==> src/rtl/cvn_isqrt.sv <==
module cvn_isqrt (
  input  logic        clk,
  input  logic        rst_n,
  input  logic        start,
  input  logic [63:0] value,
  output logic        busy,
  output logic [31:0] root
);
  logic [63:0] v_r, res_r, bit_r;
  logic        busy_r;
  logic [63:0] trial;

  assign trial = res_r + bit_r;

  always_ff @(posedge clk) begin
    if (!rst_n) begin
      busy_r <= 1'b0;
    end else if (start) begin
      busy_r <= 1'b1;
    end else if (busy_r && bit_r[0]) begin
      busy_r <= 1'b0;
    end
  end

  // restoring square root: one root bit per step, two radicand bits consumed per step
  always_ff @(posedge clk) begin
    if (start) begin
      v_r   <= value;
      res_r <= '0;
      bit_r <= 64'h4000_0000_0000_0000;
    end else if (busy_r) begin
      if (v_r >= trial) begin
        v_r   <= v_r - trial;
        res_r <= (res_r >> 1) + bit_r;
      end else begin
        res_r <= res_r >> 1;
      end
      bit_r <= bit_r >> 2;
    end
  end

  assign busy = busy_r;
  assign root = res_r[31:0];
endmodule

==> config.mk <==
export PLATFORM = sky130hd
export DESIGN_NAME = cvn_isqrt
export DESIGN_NICKNAME = d
export VERILOG_FILES = /design/src/rtl/cvn_isqrt.sv
export SDC_FILE = /design/constraint.sdc
export NUM_CORES = 1
export LEC_CHECK = 0
export ABC_CLOCK_PERIOD_IN_PS = 17100
export BUFFER_PORTS_ARGS = -buffer_cell sky130_fd_sc_hd__buf_2
export CORE_UTILIZATION = 40
export DETAILED_ROUTE_END_ITERATION = 10
export RECOVER_POWER = 50
export SLEW_MARGIN = 20
export SYNTH_ARGS = -nofsm -noshare
export SYNTH_HDL_FRONTEND = slang
export SYNTH_SLANG_ARGS = --single-unit
==> constraint.sdc <==
create_clock -name clk -period 17.1 [get_ports clk]
set_clock_uncertainty 0.2 [all_clocks]
set_input_delay 3.42 -clock clk [delete_from_list [all_inputs] [get_ports clk]]
set_output_delay 3.42 -clock clk [all_outputs]
set_load 0.02 [all_outputs]
# Word level (Yosys, flattened, before mapping)

Index checks and enable logic that the tools add are counted.

Add/subtract/negate cells: 3
Multiply operators: 0
Div/mod/pow operators: 0
Order comparisons: 1
Equality and inequality tests: 0
Shift operators: 0
Muxes and demuxes: 6
Bitwise operators: 0
Reductions and logical operators: 5

Operators with widths:

| kind                               | count |
|---|---|
| 2-to-1 mux 64 bit                  | 4 |
| adder 63 x 63 -> 64 bit            | 1 |
| adder 64 x 63 -> 64 bit            | 1 |
| greater-or-equal comparator 64 bit | 1 |
| subtractor 64 bit                  | 1 |
| nonzero test 2 bit                 | 3 |
| 2-to-1 mux 1 bit                   | 2 |
| AND reduction 2 bit                | 1 |
| logical AND 1 bit                  | 1 |

Flip-flop bits (word level): 161
Latch bits: 0
RAM bits: 0
ROM bits: 0
Bits of input ports: 67
Output and inout port bits: 33
Memories: 0

# Logic depth before layout (Yosys ltp)

Depth after elaboration: 5
Mapped depth: 26

# Worst setup path before layout

No wires, ideal clock.

Path type: reg-to-reg
Start: reg bit_r[30]
End: reg v_r[0], enable pin
Setup time: 0.574 ns
Arrival: 8.932 ns
Required time: 16.326 ns
Path slack: 7.393 ns
Cell stages (with the launch flop): 23
Path buffers: 3
Clock period less this slack: 9.707 ns
Cell sequence: dfxtp_1 -> ha_1 -> and2_4 -> nand3_2 -> or3_1 -> or4_1 -> a2bb2oi_1 -> a21boi_4 -> a21oi_1 -> nor2b_1 -> xnor2_1 -> ha_1 -> clkbuf_1 -> nand2_1 -> nor2_1 -> nand3_1 -> nor3_1 -> o21ai_0 -> a311oi_2 -> o21ai_2 -> buf_4 -> buf_2 -> o21ai_0

Word-level cells in the longest chain between the ends: 4

Ends and longest elaborated chain:

| what                               | line | text |
|---|---|---|
| from (decl)                        | 9    | `logic [63:0] v_r, res_r, bit_r;` |
| from (signal assigned)             | 38   | `bit_r <= bit_r >> 2;` |
| adder 64 x 63 -> 64 bit            | 13   | `assign trial = res_r + bit_r;` |
| greater-or-equal comparator 64 bit | 32   | `if (v_r >= trial) begin` |
| nonzero test 2 bit (no line)       | n/a  |  |
| AND reduction 2 bit (no line)      | n/a  |  |
| to (signal assigned)               | 28   | `v_r <= value;` |
| to (signal assigned)               | 33   | `v_r <= v_r - trial;` |
| to (decl)                          | 9    |  |

Every way passes these cells.
A chain may end at the register's enable or synchronous reset.

# Final worst setup path

Start: in start
End: reg v_r[1], data pin

Word-level cells in the longest chain between the ends: 1

Ends and longest elaborated chain:

| what              | line | text |
|---|---|---|
| from (decl)       | 4    | `input logic start,` |
| 2-to-1 mux 64 bit | 27   | `if (start) begin` |

Every way passes these cells.

==> impl_metrics.env <==
export IMPL_power_dens_cells_mw_per_mm2=152
export IMPL_violations="capacitance limit, slew limit"
export IMPL_sequential_to_total_area_share_from_yosys_stat_pct=25.3
export IMPL_yosysWarnings=0
export IMPL_async_reset_ff_share_pct=0
export IMPL_h_tree_depth=4
export IMPL_critical_path_class="input pin to flip-flop"
export IMPL_core_region_area_mm2=0.0377
export IMPL_worst_ep_arrival_time_ps=10640
export IMPL_maxSlewHeadroom_pct=-186
export IMPL_via_count_of_the_first_global_routing_pass=13900
export IMPL_cts_post_setup_buffers_inserted=0
export IMPL_most_frequent_standard_cell_in_the_layout_excluding_fill_and_tap_cells="nand2_1"
export IMPL_die_h_um=197
export IMPL_synth_edff_count=64
export IMPL_area_growth_synth_to_final_pct=7.10
export IMPL_synth_seq_cells=161
export IMPL_die_width_um=197
export IMPL_setup_violations=0
export IMPL_hold_class="flip-flop to flip-flop"
export IMPL_clk_insertion_delay_late_ps=460
export IMPL_status="complete, but fails checks"
export IMPL_maxCapViolCount=5
export IMPL_peakVddDrop_mv=0.115
export IMPL_initial_core_utilization_pct=40.6
export IMPL_portBuffers=99
export IMPL_clock_sinks=161
export IMPL_final_design_area_no_fill_mm2=0.0164
export IMPL_timing_final_crit_share_pct=62.3
export IMPL_nNetsFinal=2131
export IMPL_layout_common_cells="218 x nand2_1, 192 x nor2_1, 144 x o21ai_0"
export IMPL_die_area_mm2=0.0390
export IMPL_remaining_drc_errors=0
export IMPL_max_freq_ghz=0.0939
export IMPL_dr_pass1_iters=7
export IMPL_final_layout_size_suffix_gt1_share_pct=8.07
export IMPL_post_cts_hold_buffer_count=0
export IMPL_synth_ff_type="dfxtp_1"
export IMPL_site_rows=71
export IMPL_place_congestion=0.938
export IMPL_setup_tns_ps=0
export IMPL_clk_pin_slew_worst_paths_ps=60
export IMPL_vias_per_cell=5.90
export IMPL_finalWorstPathRequiredPeriod_ps=10650
export IMPL_io_pins=100
export IMPL_detailed_place_area_mm2=0.0158
export IMPL_overflow=0
export IMPL_drt_wirelength_per_cell_um=18.8
export IMPL_grt_antenna_before_repair=0
export IMPL_initialDrtViolationCount=1035
export IMPL_detailroute_via_count=14500
export IMPL_report_final_hold_viol_count=0
export IMPL_tritoncts="yes"
export IMPL_antenna_left=0
export IMPL_grt_pass1_wl_um=74100
export IMPL_tightestPinTransition_ps=4280
export IMPL_cp_start_kind="input pin"
export IMPL_area_of_the_mapped_netlist_mm2=0.0153
export IMPL_postSynthAreaPerCell_um2=7.85
export IMPL_clock_path_buffers=2
export IMPL_detail_route_wirelength_um=46200
export IMPL_total_leakage_power_uw=0.00621
export IMPL_timing_critical_path_required_ps=17100
export IMPL_dpl_hpwl_um=34900
export IMPL_clockRootBuffer="clkbuf_16"
export IMPL_tritoncts_num_buffers=17
export IMPL_finish_utilization_pct=43.5
export IMPL_ctsResizeCount=0
export IMPL_largest_net_degree_at_the_start_of_global_routing=105
export IMPL_timing_critical_path_fanout_max=104
export IMPL_antenna_diode_count=0
export IMPL_yosysUniqueCellTypes=86
export IMPL_setup_repair_after_global_routing_missed_its_margin="false"
export IMPL_syn_inst=1946
export IMPL_syn_num_nets=2144
export IMPL_grt_util_all_layers_pct=23.9
export IMPL_kind_of_capture_point_of_the_worst_setup_path="flip-flop"
export IMPL_final_max_slew_violation_count=281
[cell type report]
type | instances | area (µm²)
clock buffers | 20 | 478
clock inverters | 12 | 97.6
fillers | 3924 | 21300
inverters | 49 | 184
multi-input cells | 1597 | 10600
flip-flops and latches | 161 | 3860
well taps | 511 | 639
repair buffers | 107 | 515
[synth_stat cells, types with 10 or more instances]
library cell / instances / area, µm²
a211oi_1: 42 / 315
a21boi_0: 12 / 90.1
a21o_1: 54 / 405
a21oi_1: 135 / 676
a221oi_1: 10 / 87.6
a311oi_1: 17 / 149
a31o_2: 16 / 140
a31oi_1: 63 / 394
and2_1: 15 / 93.8
and3_1: 13 / 81.3
buf_4: 35 / 263
clkbuf_1: 93 / 349
dfxtp_1: 97 / 1940
edfxtp_1: 64 / 1920
ha_1: 130 / 1630
inv_1: 48 / 180
mux2_2: 11 / 124
mux2i_1: 50 / 500
nand2_1: 218 / 818
nand3_1: 37 / 185
nand4_1: 47 / 294
nor2_1: 192 / 721
nor2b_1: 14 / 87.6
nor3_1: 30 / 150
o211ai_1: 16 / 120
o21a_1: 19 / 143
o21ai_0: 145 / 726
o21ai_1: 10 / 50.1
o21bai_1: 29 / 218
or3_1: 15 / 93.8
xnor2_1: 76 / 666
xor2_1: 71 / 622
[per-stage QoR]
stage | power (µW) | instances | hold WS, ps | setup slack (ps)
2_1_floorplan | 1730 | 1946 | 279 | 7390
3_3_place_gp | 2070 | 2424 | 294 | 9770
3_5_place_dp | 2080 | 2424 | 306 | 9590
4_1_cts | 2470 | 2456 | 319 | 9540
5_1_grt | 2670 | 2457 | 365 | 5490
6_report | 2490 | 2457 | 312 | 6450
[final timing paths]
path | end | depth (start not counted) | slack (ps) | startpoint
setup / recovery | v_r[1] | 4 | 6450 | start
hold / removal | res_r[0] | 2 | 310 | res_r[0]
setup reg to reg | v_r[60] | 20 | 9420 | res_r[2]
hold reg to reg | res_r[0] | 2 | 310 | res_r[0]
[cells by family after synthesis]
family          count (synthesis)  synth area share, %
compound gates                641                 27.6
xor+xnor                      147                 8.42
fa+ha+maj                     131                 10.8
buf+inv                       188                 5.55
flops                         161                 25.3
mux                            61                 4.09
simple gates                  617                 18.3
[metal layers]
metal,up-vias,share of wire [%],GRT usage (%)
li1,7130,-,-
met1,6896,49,34.0
met2,424,44,37.0
met3,50,5.5,3.52
met4,0,1.9,7.44
met5,-,0,0
[report_power, final]
part | switching (µW) | internal (µW)
Sequential | 87.4 | 531
Combinational | 932 | 554
Clock | 179 | 205
Total | 1200 | 1290
[registers in the layout, summed over array words and instances, names as in the netlist]
register and flops:
bit_r 32, busy 1, res_r 64, v_r 64
[critical path: stages]
cell and delay (ps):
clkbuf_1 2930, clkbuf_1 2020, clkbuf_1 1670, mux2_2 460
Power figures use the tool's default switching activity.
